==> src/sv/hsla_pkg.sv <==
// ----------------------------------------------------------------------------
// HSL lightness adjust - shared package
// Widths, reset values, register map and sideband types for the block.
// ----------------------------------------------------------------------------
package hsla_pkg;

    localparam int FRAC_BITS_DEF = 12;
    localparam int CH_W          = 8;
    localparam int DELTA_W       = 14;
    localparam int DIV_W         = 9;    // channel sums and spans, max 510
    localparam int APB_AW        = 3;
    localparam int APB_DW        = 32;

    localparam logic signed [DELTA_W-1:0] DELTA_RST = 14'sd410;

    // register index, taken from paddr[2]
    localparam logic REG_LIGHTNESS_DELTA = 1'b0;

    // which channel is the largest, sets the hue base
    typedef enum logic [1:0] {
        BASE_RED   = 2'b00,
        BASE_GREEN = 2'b01,
        BASE_BLUE  = 2'b10
    } t_base;

    // per-pixel control travelling alongside the dividers
    typedef struct packed {
        logic              mask;
        logic [CH_W-1:0]   alpha;
        t_base             base;
        logic              num_neg;
        logic              d_zero;
    } t_side;

endpackage

==> src/sv/hsla_if.sv <==
// ----------------------------------------------------------------------------
// HSL lightness adjust - stream interfaces
// Pixel input channel and adjusted pixel output channel, valid/ready.
// ----------------------------------------------------------------------------
interface hsla_pix_if;
    logic       valid;
    logic       ready;
    logic [7:0] red_in;
    logic [7:0] green_in;
    logic [7:0] blue_in;
    logic [7:0] alpha_in;
    logic       mask_on;

    modport source (output valid, red_in, green_in, blue_in, alpha_in, mask_on,
                    input ready);
    modport sink   (input valid, red_in, green_in, blue_in, alpha_in, mask_on,
                    output ready);
endinterface

interface hsla_res_if;
    logic       valid;
    logic       ready;
    logic [7:0] red_out;
    logic [7:0] green_out;
    logic [7:0] blue_out;
    logic [7:0] alpha_out;

    modport source (output valid, red_out, green_out, blue_out, alpha_out,
                    input ready);
    modport sink   (input valid, red_out, green_out, blue_out, alpha_out,
                    output ready);
endinterface

==> src/sv/hsl_lightness_adjust_unit.sv <==
// ----------------------------------------------------------------------------
// HSL lightness adjust unit - top level
// RGB to HSL, signed lightness offset, HSL back to RGB, one pixel per clock.
// ----------------------------------------------------------------------------
// Usage:
//   i_pix : pixel stream in (RGBA + mask_on), a transfer when valid && ready.
//   o_res : adjusted RGBA out, same handshake. One result per input pixel.
//   APB   : register 0 at byte address 0 holds the 14-bit signed lightness
//           offset (4096 = 1.0); write it only while the pipeline is empty.
// Throughput: one pixel per clock while the output is not stalled. Stages:
//   one input stage, FRAC_BITS + 1 stages of the bit-per-stage fraction
//   dividers (saturation, hue), and seven back-end stages with the two
//   chroma multipliers. Lightness divides by the constant 510: the channel
//   sum rides alongside the dividers and the quotient is wired from the
//   repeating 8-bit pattern of sum mod 255.
// Stall: the whole pipe advances on one enable, high when the output
//   register is empty or being taken. With a result waiting and o_res.ready
//   low the pipe holds, i_pix.ready drops, and nothing is lost or repeated.
// Reset: synchronous, active low. All stage valid bits clear, the offset
//   returns to 410 (about 0.1). No clearing pass is needed.
// A pixel with mask_on low leaves as transparent black (0,0,0,0).
// ----------------------------------------------------------------------------
module hsl_lightness_adjust_unit #(
    parameter int FRAC_BITS = hsla_pkg::FRAC_BITS_DEF
) (
    input  logic                            i_clk,
    input  logic                            i_rst_n,
    hsla_pix_if.sink                        i_pix,
    hsla_res_if.source                      o_res,
    input  logic                            psel,
    input  logic                            penable,
    input  logic                            pwrite,
    input  logic [hsla_pkg::APB_AW-1:0]     paddr,
    input  logic [hsla_pkg::APB_DW-1:0]     pwdata,
    output logic [hsla_pkg::APB_DW-1:0]     prdata,
    output logic                            pready
);
    localparam int W = hsla_pkg::DIV_W;

    logic                                 en;
    logic                                 back_vld;
    logic signed [hsla_pkg::DELTA_W-1:0]  delta;

    // global advance: output empty or being drained
    assign en          = !back_vld || o_res.ready;
    assign i_pix.ready = en;

    hsla_regs u_regs (
        .i_clk   (i_clk),
        .i_rst_n (i_rst_n),
        .psel    (psel),
        .penable (penable),
        .pwrite  (pwrite),
        .paddr   (paddr),
        .pwdata  (pwdata),
        .prdata  (prdata),
        .pready  (pready),
        .o_delta (delta)
    );

    // ---- input stage: max/min, divider operands
    logic [7:0]      mx, mn, na, nb, absn;
    logic [W-1:0]    sum;
    hsla_pkg::t_side n_side;

    logic            r_a_vld;
    logic [W-1:0]    r_a_sum, r_a_sden, r_a_d, r_a_absn;
    hsla_pkg::t_side r_a_side;

    always_comb begin
        mx = (i_pix.red_in > i_pix.green_in) ? i_pix.red_in : i_pix.green_in;
        if (i_pix.blue_in > mx) begin
            mx = i_pix.blue_in;
        end
        mn = (i_pix.red_in < i_pix.green_in) ? i_pix.red_in : i_pix.green_in;
        if (i_pix.blue_in < mn) begin
            mn = i_pix.blue_in;
        end
        sum = W'(mx) + W'(mn);

        // red tested first, then green, then blue
        if (mx == i_pix.red_in) begin
            n_side.base = hsla_pkg::BASE_RED;
            na = i_pix.green_in;
            nb = i_pix.blue_in;
        end else if (mx == i_pix.green_in) begin
            n_side.base = hsla_pkg::BASE_GREEN;
            na = i_pix.blue_in;
            nb = i_pix.red_in;
        end else begin
            n_side.base = hsla_pkg::BASE_BLUE;
            na = i_pix.red_in;
            nb = i_pix.green_in;
        end
        n_side.num_neg = (na < nb);
        absn           = n_side.num_neg ? nb - na : na - nb;
        n_side.d_zero  = (mx == mn);
        n_side.mask    = i_pix.mask_on;
        n_side.alpha   = i_pix.alpha_in;
    end

    always_ff @(posedge i_clk) begin
        if (!i_rst_n) begin
            r_a_vld <= 1'b0;
        end else if (en) begin
            r_a_vld <= i_pix.valid;
        end
    end

    always_ff @(posedge i_clk) begin
        if (en) begin
            r_a_sum  <= sum;
            // 255 - |sum - 255|
            r_a_sden <= (sum <= W'(255)) ? sum : W'(510) - sum;
            r_a_d    <= W'(mx - mn);
            r_a_absn <= W'(absn);
            r_a_side <= n_side;
        end
    end

    // ---- fraction dividers
    logic [FRAC_BITS:0] lum, sat, mag;

    hsla_div #(.FRAC_BITS(FRAC_BITS)) u_div_sat (
        .i_clk (i_clk), .i_en (en),
        .i_num (r_a_d), .i_den (r_a_sden), .o_quo (sat)
    );

    hsla_div #(.FRAC_BITS(FRAC_BITS)) u_div_hue (
        .i_clk (i_clk), .i_en (en),
        .i_num (r_a_absn), .i_den (r_a_d), .o_quo (mag)
    );

    // sideband and channel sum keep step with the dividers
    logic            r_sd_vld  [0:FRAC_BITS];
    hsla_pkg::t_side r_sd_side [0:FRAC_BITS];
    logic [W-1:0]    r_sd_sum  [0:FRAC_BITS];

    for (genvar s = 0; s <= FRAC_BITS; s++) begin : g_side
        always_ff @(posedge i_clk) begin
            if (!i_rst_n) begin
                r_sd_vld[s] <= 1'b0;
            end else if (en) begin
                r_sd_vld[s] <= (s == 0) ? r_a_vld : r_sd_vld[(s == 0) ? 0 : s-1];
            end
        end
        always_ff @(posedge i_clk) begin
            if (en) begin
                r_sd_side[s] <= (s == 0) ? r_a_side : r_sd_side[(s == 0) ? 0 : s-1];
                r_sd_sum[s]  <= (s == 0) ? r_a_sum : r_sd_sum[(s == 0) ? 0 : s-1];
            end
        end
    end

    // ---- lightness: floor(sum * 2^(F-1) / 255)
    // sum = 255k + rr; rr / 255 in binary is the 8 bits of rr repeated
    logic [W-1:0] lum_sum;
    logic [1:0]   lum_k;
    logic [7:0]   lum_rr;

    assign lum_sum = r_sd_sum[FRAC_BITS];

    always_comb begin
        if (lum_sum >= W'(510)) begin
            lum_k  = 2'd2;
            lum_rr = 8'd0;
        end else if (lum_sum >= W'(255)) begin
            lum_k  = 2'd1;
            lum_rr = 8'(lum_sum - W'(255));
        end else begin
            lum_k  = 2'd0;
            lum_rr = lum_sum[7:0];
        end
    end

    assign lum[FRAC_BITS:FRAC_BITS-1] = lum_k;
    for (genvar i = 0; i < FRAC_BITS - 1; i++) begin : g_lum
        assign lum[FRAC_BITS-2-i] = lum_rr[7 - (i % 8)];
    end

    // ---- back conversion
    hsla_back #(.FRAC_BITS(FRAC_BITS)) u_back (
        .i_clk   (i_clk),
        .i_rst_n (i_rst_n),
        .i_en    (en),
        .i_valid (r_sd_vld[FRAC_BITS]),
        .i_lum   (lum),
        .i_sat   (sat),
        .i_mag   (mag),
        .i_side  (r_sd_side[FRAC_BITS]),
        .i_delta (delta),
        .o_valid (back_vld),
        .o_red   (o_res.red_out),
        .o_green (o_res.green_out),
        .o_blue  (o_res.blue_out),
        .o_alpha (o_res.alpha_out)
    );

    assign o_res.valid = back_vld;
endmodule

==> src/sv/hsla_regs.sv <==
// ----------------------------------------------------------------------------
// HSL lightness adjust - configuration registers
// APB-style write/read of the signed lightness offset.
// ----------------------------------------------------------------------------
module hsla_regs (
    input  logic                                   i_clk,
    input  logic                                   i_rst_n,
    input  logic                                   psel,
    input  logic                                   penable,
    input  logic                                   pwrite,
    input  logic [hsla_pkg::APB_AW-1:0]            paddr,
    input  logic [hsla_pkg::APB_DW-1:0]            pwdata,
    output logic [hsla_pkg::APB_DW-1:0]            prdata,
    output logic                                   pready,
    output logic signed [hsla_pkg::DELTA_W-1:0]    o_delta
);
    logic signed [hsla_pkg::DELTA_W-1:0] r_delta;
    logic                                w_sel;

    assign w_sel = (paddr[2] == hsla_pkg::REG_LIGHTNESS_DELTA);

    always_ff @(posedge i_clk) begin
        if (!i_rst_n) begin
            r_delta <= hsla_pkg::DELTA_RST;
        end else if (psel && penable && pwrite && pready && w_sel) begin
            r_delta <= $signed(pwdata[hsla_pkg::DELTA_W-1:0]);
        end
    end

    assign pready  = 1'b1;
    assign prdata  = w_sel ? hsla_pkg::APB_DW'(r_delta) : '0;
    assign o_delta = r_delta;
endmodule

==> src/sv/hsla_div.sv <==
// ----------------------------------------------------------------------------
// HSL lightness adjust - pipelined fraction divider
// floor(num * 2^FRAC_BITS / den) for num <= den, one quotient bit per stage.
// ----------------------------------------------------------------------------
module hsla_div #(
    parameter int FRAC_BITS = hsla_pkg::FRAC_BITS_DEF
) (
    input  logic                        i_clk,
    input  logic                        i_en,
    input  logic [hsla_pkg::DIV_W-1:0]  i_num,
    input  logic [hsla_pkg::DIV_W-1:0]  i_den,
    output logic [FRAC_BITS:0]          o_quo
);
    localparam int W = hsla_pkg::DIV_W;

    logic [W-1:0]       r_rem [0:FRAC_BITS-1];
    logic [W-1:0]       r_den [0:FRAC_BITS-1];
    logic [FRAC_BITS:0] r_quo [0:FRAC_BITS];

    for (genvar s = 0; s <= FRAC_BITS; s++) begin : g_stage
        logic [W:0]         rin;
        logic [W-1:0]       den;
        logic [FRAC_BITS:0] qin;
        logic               bit_q;

        if (s == 0) begin : g_first
            assign rin = {1'b0, i_num};
            assign den = i_den;
            assign qin = '0;
        end else begin : g_next
            assign rin = {r_rem[s-1], 1'b0};
            assign den = r_den[s-1];
            assign qin = r_quo[s-1];
        end

        assign bit_q = (rin >= {1'b0, den});

        always_ff @(posedge i_clk) begin
            if (i_en) begin
                r_quo[s] <= {qin[FRAC_BITS-1:0], bit_q};
            end
        end

        // the last stage only needs its quotient bit
        if (s < FRAC_BITS) begin : g_carry
            always_ff @(posedge i_clk) begin
                if (i_en) begin
                    r_rem[s] <= bit_q ? W'(rin - {1'b0, den}) : rin[W-1:0];
                    r_den[s] <= den;
                end
            end
        end
    end

    assign o_quo = r_quo[FRAC_BITS];
endmodule

==> src/sv/hsla_back.sv <==
// ----------------------------------------------------------------------------
// HSL lightness adjust - HSL to RGB back end
// Hue assembly, lightness offset, chroma products and channel saturation.
// ----------------------------------------------------------------------------
module hsla_back #(
    parameter int FRAC_BITS = hsla_pkg::FRAC_BITS_DEF
) (
    input  logic                                 i_clk,
    input  logic                                 i_rst_n,
    input  logic                                 i_en,
    input  logic                                 i_valid,
    input  logic [FRAC_BITS:0]                   i_lum,
    input  logic [FRAC_BITS:0]                   i_sat,
    input  logic [FRAC_BITS:0]                   i_mag,
    input  hsla_pkg::t_side                      i_side,
    input  logic signed [hsla_pkg::DELTA_W-1:0]  i_delta,
    output logic                                 o_valid,
    output logic [7:0]                           o_red,
    output logic [7:0]                           o_green,
    output logic [7:0]                           o_blue,
    output logic [7:0]                           o_alpha
);
    localparam int F  = FRAC_BITS;
    localparam int LW = ((F + 2 > hsla_pkg::DELTA_W) ? F + 2 : hsla_pkg::DELTA_W) + 1;
    localparam int SW = LW + 3;
    localparam int PW = SW + F + 2;
    localparam int MW = SW + 1;
    localparam int VW = MW + 1;
    localparam int TW = VW + 8;
    localparam int HW = F + 4;

    localparam logic signed [SW-1:0] QS   = SW'(1) << F;
    localparam logic signed [HW-1:0] SIXQ = HW'(6) << F;
    localparam logic [F:0]           QU   = (F+1)'(1) << F;

    logic [6:0] r_vld;

    // stage 1
    logic [2:0]           r1_sext;
    logic [F:0]           r1_w;
    logic signed [LW-1:0] r1_lp;
    logic [F:0]           r1_sat;
    hsla_pkg::t_side      r1_side;
    // stage 2
    logic [2:0]           r2_sext;
    logic [F:0]           r2_w;
    logic signed [LW-1:0] r2_lp;
    logic [F:0]           r2_sat;
    logic signed [SW-1:0] r2_span;
    hsla_pkg::t_side      r2_side;
    // stage 3
    logic [2:0]           r3_sext;
    logic [F:0]           r3_w;
    logic signed [LW-1:0] r3_lp;
    logic signed [PW-1:0] r3_prod;
    hsla_pkg::t_side      r3_side;
    // stage 4
    logic [2:0]           r4_sext;
    logic [F:0]           r4_w;
    logic signed [SW-1:0] r4_c;
    logic signed [MW-1:0] r4_m;
    hsla_pkg::t_side      r4_side;
    // stage 5
    logic [2:0]           r5_sext;
    logic signed [SW-1:0] r5_c;
    logic signed [MW-1:0] r5_m;
    logic signed [PW-1:0] r5_prod;
    hsla_pkg::t_side      r5_side;
    // stage 6
    logic signed [VW-1:0] r6_vr, r6_vg, r6_vb;
    hsla_pkg::t_side      r6_side;
    // stage 7 (output)
    logic [7:0]           r7_red, r7_green, r7_blue, r7_alpha;

    // ---- stage 1: hue, offset lightness
    logic signed [HW-1:0] n_hue, base_v, mag_v, hue_raw;
    logic [2:0]           base_i;
    logic [F-1:0]         frac;

    always_comb begin
        case (i_side.base)
            hsla_pkg::BASE_RED:   base_i = 3'd0;
            hsla_pkg::BASE_GREEN: base_i = 3'd2;
            default:              base_i = 3'd4;
        endcase
        base_v  = HW'(base_i) << F;
        mag_v   = HW'(i_mag);
        hue_raw = i_side.num_neg ? base_v - mag_v : base_v + mag_v;
        n_hue   = hue_raw;
        if (hue_raw < 0) begin
            n_hue = hue_raw + SIXQ;
        end else if (hue_raw >= SIXQ) begin
            n_hue = hue_raw - SIXQ;
        end
        if (i_side.d_zero) begin
            n_hue = '0;
        end
        frac = n_hue[F-1:0];
    end

    // ---- stage 2: span
    logic signed [SW-1:0] t2, a2;
    always_comb begin
        t2 = (SW'(r1_lp) <<< 1) - QS;
        a2 = (t2 < 0) ? -t2 : t2;
    end

    // ---- stage 3: span * sat
    logic signed [F+1:0] sat_s;
    assign sat_s = $signed({1'b0, r2_sat});

    // ---- stage 4: chroma, m
    logic signed [SW-1:0] c4;
    assign c4 = SW'(r3_prod >>> F);

    // ---- stage 5: chroma * w
    logic signed [F+1:0] w_s;
    assign w_s = $signed({1'b0, r4_w});

    // ---- stage 6: components
    logic signed [SW-1:0] x6, cr, cg, cb;
    always_comb begin
        x6 = SW'(r5_prod >>> F);
        case (r5_sext)
            3'd0:    begin cr = r5_c; cg = x6;   cb = '0;   end
            3'd1:    begin cr = x6;   cg = r5_c; cb = '0;   end
            3'd2:    begin cr = '0;   cg = r5_c; cb = x6;   end
            3'd3:    begin cr = '0;   cg = x6;   cb = r5_c; end
            3'd4:    begin cr = x6;   cg = '0;   cb = r5_c; end
            default: begin cr = r5_c; cg = '0;   cb = x6;   end
        endcase
    end

    // ---- stage 7: scale to 0..255 and saturate
    function automatic logic [7:0] to_ch(input logic signed [VW-1:0] v);
        logic signed [TW-1:0] t;
        logic signed [TW-1:0] q;
        t = (TW'(v) <<< 8) - TW'(v);
        q = t >>> F;
        if (q < 0) begin
            to_ch = 8'd0;
        end else if (q > TW'(255)) begin
            to_ch = 8'd255;
        end else begin
            to_ch = q[7:0];
        end
    endfunction

    always_ff @(posedge i_clk) begin
        if (!i_rst_n) begin
            r_vld <= '0;
        end else if (i_en) begin
            r_vld <= {r_vld[5:0], i_valid};
        end
    end

    always_ff @(posedge i_clk) begin
        if (i_en) begin
            r1_sext <= n_hue[F+2:F];
            r1_w    <= n_hue[F] ? QU - {1'b0, frac} : {1'b0, frac};
            r1_lp   <= LW'($signed({1'b0, i_lum})) + LW'(i_delta);
            r1_sat  <= i_side.d_zero ? '0 : i_sat;
            r1_side <= i_side;

            r2_sext <= r1_sext;
            r2_w    <= r1_w;
            r2_lp   <= r1_lp;
            r2_sat  <= r1_sat;
            r2_span <= QS - a2;
            r2_side <= r1_side;

            r3_sext <= r2_sext;
            r3_w    <= r2_w;
            r3_lp   <= r2_lp;
            r3_prod <= r2_span * sat_s;
            r3_side <= r2_side;

            r4_sext <= r3_sext;
            r4_w    <= r3_w;
            r4_c    <= c4;
            r4_m    <= MW'(r3_lp) - MW'(c4 >>> 1);
            r4_side <= r3_side;

            r5_sext <= r4_sext;
            r5_c    <= r4_c;
            r5_m    <= r4_m;
            r5_prod <= r4_c * w_s;
            r5_side <= r4_side;

            r6_vr   <= VW'(cr) + VW'(r5_m);
            r6_vg   <= VW'(cg) + VW'(r5_m);
            r6_vb   <= VW'(cb) + VW'(r5_m);
            r6_side <= r5_side;

            r7_red   <= r6_side.mask ? to_ch(r6_vr) : 8'd0;
            r7_green <= r6_side.mask ? to_ch(r6_vg) : 8'd0;
            r7_blue  <= r6_side.mask ? to_ch(r6_vb) : 8'd0;
            r7_alpha <= r6_side.mask ? r6_side.alpha : 8'd0;
        end
    end

    assign o_valid = r_vld[6];
    assign o_red   = r7_red;
    assign o_green = r7_green;
    assign o_blue  = r7_blue;
    assign o_alpha = r7_alpha;
endmodule

==> src/flat_wrapper.sv <==
// flat-port wrapper written by rule: the top's interface ports become plain ports
module hsl_lightness_adjust_unit_flat 
#(
    parameter int FRAC_BITS = hsla_pkg::FRAC_BITS_DEF
)
  (i_clk, i_rst_n, psel, penable, pwrite, paddr, pwdata, prdata, pready, i_pix_valid, i_pix_red_in, i_pix_green_in, i_pix_blue_in, i_pix_alpha_in, i_pix_mask_on, i_pix_ready, o_res_valid, o_res_red_out, o_res_green_out, o_res_blue_out, o_res_alpha_out, o_res_ready);
  hsla_pix_if i_pix_i ();
  hsla_res_if o_res_i ();
  input  logic i_clk;
  input  logic i_rst_n;
  input  logic psel;
  input  logic penable;
  input  logic pwrite;
  input  logic [hsla_pkg::APB_AW-1:0] paddr;
  input  logic [hsla_pkg::APB_DW-1:0] pwdata;
  output logic [hsla_pkg::APB_DW-1:0] prdata;
  output logic pready;
  input wire logic [$bits(i_pix_i.valid)-1:0] i_pix_valid;
  input wire logic [$bits(i_pix_i.red_in)-1:0] i_pix_red_in;
  input wire logic [$bits(i_pix_i.green_in)-1:0] i_pix_green_in;
  input wire logic [$bits(i_pix_i.blue_in)-1:0] i_pix_blue_in;
  input wire logic [$bits(i_pix_i.alpha_in)-1:0] i_pix_alpha_in;
  input wire logic [$bits(i_pix_i.mask_on)-1:0] i_pix_mask_on;
  output wire logic [$bits(i_pix_i.ready)-1:0] i_pix_ready;
  output wire logic [$bits(o_res_i.valid)-1:0] o_res_valid;
  output wire logic [$bits(o_res_i.red_out)-1:0] o_res_red_out;
  output wire logic [$bits(o_res_i.green_out)-1:0] o_res_green_out;
  output wire logic [$bits(o_res_i.blue_out)-1:0] o_res_blue_out;
  output wire logic [$bits(o_res_i.alpha_out)-1:0] o_res_alpha_out;
  input wire logic [$bits(o_res_i.ready)-1:0] o_res_ready;
  assign i_pix_i.valid = i_pix_valid;
  assign i_pix_i.red_in = i_pix_red_in;
  assign i_pix_i.green_in = i_pix_green_in;
  assign i_pix_i.blue_in = i_pix_blue_in;
  assign i_pix_i.alpha_in = i_pix_alpha_in;
  assign i_pix_i.mask_on = i_pix_mask_on;
  assign i_pix_ready = i_pix_i.ready;
  assign o_res_valid = o_res_i.valid;
  assign o_res_red_out = o_res_i.red_out;
  assign o_res_green_out = o_res_i.green_out;
  assign o_res_blue_out = o_res_i.blue_out;
  assign o_res_alpha_out = o_res_i.alpha_out;
  assign o_res_i.ready = o_res_ready;
  hsl_lightness_adjust_unit #(.FRAC_BITS(FRAC_BITS)) u_core (.i_clk(i_clk), .i_rst_n(i_rst_n), .i_pix(i_pix_i), .o_res(o_res_i), .psel(psel), .penable(penable), .pwrite(pwrite), .paddr(paddr), .pwdata(pwdata), .prdata(prdata), .pready(pready));
endmodule
==> config.mk <==
export PLATFORM = sky130hd
export DESIGN_NAME = hsl_lightness_adjust_unit_flat
export DESIGN_NICKNAME = d
export VERILOG_FILES = /design/src/sv/hsla_pkg.sv /design/src/sv/hsla_if.sv /design/src/sv/hsl_lightness_adjust_unit.sv /design/src/sv/hsla_regs.sv /design/src/sv/hsla_div.sv /design/src/sv/hsla_back.sv /design/src/flat_wrapper.sv
export SDC_FILE = /design/constraint.sdc
export NUM_CORES = 2
export LEC_CHECK = 0
export BUFFER_PORTS_ARGS = -buffer_cell sky130_fd_sc_hd__buf_4
export CAP_MARGIN = 30
export CORE_AREA = 2 2 368 370
export CTS_CLUSTER_SIZE = 10
export DETAILED_ROUTE_END_ITERATION = 8
export DIE_AREA = 0 0 370 372
export PLACE_DENSITY = 0.76
export RECOVER_POWER = 100
export SLEW_MARGIN = 5
export SYNTH_ARGS = -nofsm -noshare
export SYNTH_HDL_FRONTEND = slang
export SYNTH_SLANG_ARGS = --single-unit
==> constraint.sdc <==
create_clock -name i_clk -period 88.5 [get_ports i_clk]
set_input_delay 22.125 -clock i_clk [delete_from_list [all_inputs] [get_ports i_clk]]
set_output_delay 22.125 -clock i_clk [all_outputs]
set_load 0.03 [all_outputs]
-- After elaboration in Yosys (flattened, before gate mapping)
Memory sizes are Yosys's and may differ from the RTL's. A register that Yosys moved wholly into a read port is not among the register bits.
Index checks and enable logic that the tools add are counted.
Widths: inputs -> output; s select.
- bits in writable memories: 1069
- input port bits: 75
- bits in registers: 493
- memories: 9
- word-level logic and storage cells: 264
- output and inout bits: 67
- memories (name ; depth ; bits a word ; read ports ; clocked after memory_dff ; wr ports ; RTL line ; source):
    u_core.r_sd_side ; 13 ; 13 ; 13 ; 0 ; 13 ; hsl_lightness_adjust_unit.sv:136 ; hsla_pkg::t_side r_sd_side [0:FRAC_BITS];
    u_core.u_div_hue.r_quo ; 13 ; 13 ; 13 ; 0 ; 13 ; hsla_div.sv:18 ; logic [FRAC_BITS:0] r_quo [0:FRAC_BITS];
    u_core.u_div_sat.r_quo ; 13 ; 13 ; 13 ; 1 ; 13 ; hsla_div.sv:18 ;
    u_core.r_sd_sum ; 13 ; 9 ; 13 ; 0 ; 13 ; hsl_lightness_adjust_unit.sv:137 ; logic [W-1:0] r_sd_sum [0:FRAC_BITS];
    u_core.u_div_hue.r_den ; 12 ; 9 ; 12 ; 0 ; 12 ; hsla_div.sv:17 ; logic [W-1:0] r_den [0:FRAC_BITS-1];
    u_core.u_div_hue.r_rem ; 12 ; 9 ; 12 ; 0 ; 12 ; hsla_div.sv:16 ; logic [W-1:0] r_rem [0:FRAC_BITS-1];
    +3 memories ; - ; - ; - ; - ; - ; - ;
- add/sub/neg operators: 46
- reductions and logical operators: 17
- magnitude comparators: 43
- muxes and demuxes: 71
- eq/ne operators: 8
- bitwise logic cells: 15
- multipliers: 2
- operators by type and width (operator ; number):
    $ge 10x9->1 ; 24
    $mux 9 ; 25
    $sub 9x9->9 ; 23
    $mux 8 ; 14
    $pmux 18 s2 ; 3
    $sub 28x20->28 ; 3
    $lt 16x1->1 const B ; 4
    $add 18x19->20 ; 3
    $mul 18x14->30 ; 2
    $gt 16x9->1 const B ; 3
    $mux 32 ; 1
    $mux 15 ; 2
    $eq 8x8->1 ; 3
    $lt 8x8->1 ; 3
    $mux 1 ; 19
    $mux 18 ; 1
    $neg 17->18 ; 1
    $reduce_or 2->1 ; 9
    $sub 14x18->18 const A ; 1
    $sub 15x17->18 ; 1
    $lt 17x1->1 const B ; 1
    $sub 16x14->17 const B ; 1
    $add 15x13->16 ; 1
    $ge 16x16->1 const B ; 1
    other kinds (33) ; 53

-- Longest topological paths before layout
An unclocked memory read counts as a cell.
- depth after elaboration: 11
- depth in mapped cells: 40
- gate-level depth less buffers: 33

-- Cells and area by module
From an unflattened synthesis, not the netlist that was laid out.
- cells, all modules: 6817
- area total of the unflattened synthesis: 83308.6 sq um
- modules (own cells, without submodules) (module ; seq. area each (sq um) ; times used ; area each (sq um) ; cells an instance):
    hsla_back ; 12391.9 ; 1 ; 36797.8 ; 3448
    hsla_div (u_core.u_div_sat) ; 9218.8 ; 1 ; 15920.3 ; 1217
    hsla_div (u_core.u_div_hue) ; 9218.8 ; 1 ; 15875.2 ; 1220
    hsl_lightness_adjust_unit ; 10369.9 ; 1 ; 13863.3 ; 835
    hsla_regs ; 280.3 ; 1 ; 852.1 ; 97

-- Least setup slack after synthesis
OpenSTA, ideal clock, no wires.
- path type: input port to output port
- from: in o_res_ready
- to: out i_pix_ready
- setup slack: 7.928 ns
- path buffers: 1
- arrival time: 58.447 ns
- stages on the path: 3
- required time: 66.375 ns
- cell sequence: nor2b_1 > inv_1 > clkbuf_1
- longest elaborated chain between the ends: 1
- RTL lines (what ; RTL line ; source):
    from (decl) ; flat_wrapper.sv:30 ; input wire logic [$bits(o_res_i.ready)-1:0] o_res_ready;
    $logic_or 1x1->1 ; hsl_lightness_adjust_unit.sv:45 ; assign en = !back_vld || o_res.ready;
    to (decl) ; flat_wrapper.sv:24 ; output wire logic [$bits(i_pix_i.ready)-1:0] i_pix_ready;
No other way between the ends.

-- Worst setup path in the final report
Same ends and word-level chain as after synthesis.

==> run_results.csv <==
group,metric,value,unit
global_routing,overflow,0,
critical_path,cp.required,66.38,ns
cells_and_area,drive_gt1_frac,0.0476,
sta,setup-tns-final,0,ns
routing,drc,0,
cells_and_area,antenna_cells,0,
cells_and_area,syn_to_final_growth,8.33,%
critical_path,r2r_cells,7,
sta,drv_slew,1366,
routing,drtIter0Drc,2917,
cells_and_area,multi_input_area,34900,sq um
synthesis,synth_edf_count,1342,
routing,vias,46900,
cells_and_area,final_nets,7711,
clock_network,clk_pin_slew,0.05,ns
sta,setup_viol,0,
sta,fin_crit,48.26,ns
worst_hold_path,hold_depth,0,
routing,vias_per_cell,5.55,
clock_network,cts.htree.levels,4,
critical_path,crit_fanout,64,
clock_network,cts_made_buffers,158,
synthesis,synth_ff_type,"edfxtp_1",
sta,hold_viol_final,0,
synthesis,yosysUniqueCellTypes,91,
clock_network,clock_path_buffers,3,
global_routing,grt_usage,0.222,
floorplanning,dieArea,138000,sq um
routing,first_pass_iters,5,
global_routing,grt_pass1_wl,244000,um
routing,drt-wirelength-per-cell,17.7,um
floorplanning,rows,135,
critical_path,reg2reg_from,"u_core.u_back.r_vld[6]$_SDFFE_PN0N_",
critical_path,crit_path_start_kind,"primary input",
global_routing,grt_antenna_before_repair,0,
clock_network,clkLatencyLatePin,0.78,ns
global_routing,grt_max_degree,192,
status,violations,"capacitance limit, slew limit",
clock_network,cts_setup_buffers,0,
synthesis,syn-mean-instance-area,12.3,sq um
sta,finClkSkew,0.0261,ns
cells_and_area,fin_area,86300,sq um
placed_design,dp_hpwl,106000,um
routing,wl,149000,um
floorplanning,core,134000,sq um
floorplanning,num_io_pins,142,
floorplanning,dieWidth,370,um
synthesis,async_flop_share,0,
synthesis,syn-cell-area,79600,sq um
critical_path,cp_data_arrival_time,26.14,ns
cells_and_area,fill_cells,9879,
cells_and_area,regArea,40800,sq um
routing,postRouteAntennaNets,0,
clock_network,cts_sinks,1365,
sta,worst_pin_slew,9.46,ns
sta,rsz0062_at_grt,"false",
clock_network,root_buffer,"clkbuf_16",
global_routing,grt_pass1_vias,48200,
worst_hold_path,worstHoldEndpoint,"u_core.r_sd_side[0][2]$_DFFE_PN_",
sta,max_slew_margin,-5.30,
critical_path,r2r_end,"u_core.u_div_hue.r_rem[0][24]$_DFFE_PN_",
sta,fmax,20.7,MHz
synthesis,syn_nets,7571,
synthesis,yosysWarningCount,0,
clock_network,cts_hold_buf,0,
floorplanning,die_y,372,um
critical_path,path_class,"primary input to output pin",
sta,fin_crit_sh,0.545,
clock_network,cts_tree,"built",
placed_design,gp_congestion,0.895,
synthesis,synth-seq-cells,1365,
critical_path,end_kind,"output pin",
worst_hold_path,worstHoldStart,"u_core.r_a_side[2]$_SDFFCE_PP0N_",
placed_design,placed_cell_area,82300,sq um
synthesis,syn_inst,6473,
placed_design,port_buffers,120,
run,cap_violations,16,
synthesis,ys_seq_area_frac,0.512,
worst_hold_path,worstHoldPathType,"flop to flop",
floorplanning,initial_core_util,0.593,
status,status,"complete, but fails checks",
critical_path,reg2reg_setup_slack,69.79,ns
clock_network,cts.repair.resized,0,
[synthesized netlist by cell type, drive strengths merged, types with 12 or more instances]
cell	instances	area share
edfxtp	1342	0.51
inv	853	0.040
ha	575	0.090
fa	448	0.11
nand2	433	0.020
a21oi	368	0.023
nor2	357	0.017
and2	286	0.022
xnor2	260	0.029
a21o	194	0.018
o21ai	191	0.012
clkbuf	137	0.0065
xor2	109	0.012
nand2b	101	0.0079
nor2b	94	0.0074
mux2	68	0.0096
nand4	65	0.0052
o21bai	54	0.0051
o21a	49	0.0046
nor3	48	0.0030
a211oi	37	0.0035
a22o	36	0.0040
buf	36	0.0031
a21boi	35	0.0033
mux2i	26	0.0033
and3	25	0.0020
nand3	25	0.0016
dfxtp	23	0.0058
o211a	22	0.0028
o311ai	16	0.0018
a31oi	14	0.0011
o31ai	13	0.0012
o211ai	12	0.0011
[worst max path at each step]
| stage | from | to | slack (ns) | depth (start not counted) |
|---|---|---|---|---|
| floorplan | o_res_ready | i_pix_ready | 7.93 | 3 |
| global placement | paddr[2] | prdata[13] | 42.99 | 3 |
| detailed placement | paddr[2] | prdata[15] | 42.85 | 3 |
| CTS | paddr[2] | prdata[15] | 42.84 | 3 |
| global route | o_res_ready | i_pix_ready | 39.92 | 5 |
| finish | o_res_ready | i_pix_ready | 40.24 | 5 |
[routing by layer]
| metal | vias up | wire [um] | global-route usage |
|---|---|---|---|
| met2 | 986 | 76400 | 0.391 |
| met1 | 23100 | 63200 | 0.284 |
| met3 | 234 | 5960 | 0.0311 |
| met4 | 0 | 3800 | 0.0694 |
| met5 | - | 0 | 0 |
| li1 | 22500 | - | - |
[worst max-delay path: stages]
cell	delay (ns)
clkbuf_4	0.11
nor2b_1	0.09
clkbuf_1	0.40
clkinvlp_2	2.47
clkbuf_1	0.88
[logic make-up after synthesis]
kind of cell | after synthesis | share of synthesized area
AOI/OAI and AO/OA | 1102 | 0.0897
xor gates and xnor gates | 369 | 0.0406
adders and majority gates | 1023 | 0.203
buffers and inverters | 1026 | 0.0497
DFF | 1365 | 0.512
muxes | 94 | 0.0129
other | 1 | 0.0000471
and+or+nand+nor | 1493 | 0.0924
[metrics by stage]
| step | hold slack, ns | util | instances | setup slack [ns] |
|---|---|---|---|---|
| 2_1_floorplan | 0.400 | - | 6473 | 7.93 |
| 3_3_place_gp | 0.400 | 0.613 | 8227 | 42.99 |
| 3_5_place_dp | 0.405 | 0.613 | 8227 | 42.85 |
| 4_1_cts | 0.403 | 0.646 | 8440 | 42.84 |
| 5_1_grt | 0.402 | 0.643 | 8447 | 39.92 |
| 6_report | 0.402 | 0.643 | 8447 | 40.24 |
[final cells by class]
class | count | area share
clock inverters | 27 | 0.00392
well taps | 1781 | 0.0258
flip-flops and latches | 1365 | 0.472
multi-input cells | 4082 | 0.404
clock buffers | 186 | 0.0474
repair buffers | 153 | 0.00937
inverters | 853 | 0.0371
[state kept, by name, indices dropped and copies added (netlist names), 20 cells and up]
signal / count
u_core.u_div_sat.r_den: 100
u_core.u_div_hue.r_den: 104
u_core.u_div_sat.r_quo: 91
u_core.r_sd_sum: 105
u_core.r_sd_side: 169
u_core.u_div_hue.r_quo: 91
u_core.u_back.r6_vg: 20
u_core.u_div_sat.r_rem: 108
u_core.u_back.r6_vb: 20
u_core.u_div_hue.r_rem: 108
u_core.u_back.r6_vr: 20
[layout by cell type, fill, tap and decap left out, types with 109 or more instances in the layout]
cell type	Yosys	final
a21oi_1	365	367
xnor2_1	260	260
and2_1	285	258
nor2_1	355	356
clkbuf_1	137	118
inv_1	853	852
clkbuf_16	0	159
o21ai_0	181	187
ha_1	575	575
a21o_1	193	193
xor2_1	109	109
fa_1	448	448
nand2_1	433	433
edfxtp_1	1342	1342
Power is left out: the tool's default activity adds up to more than one toggle a clock period on the data nets, which glitch-free logic cannot reach.
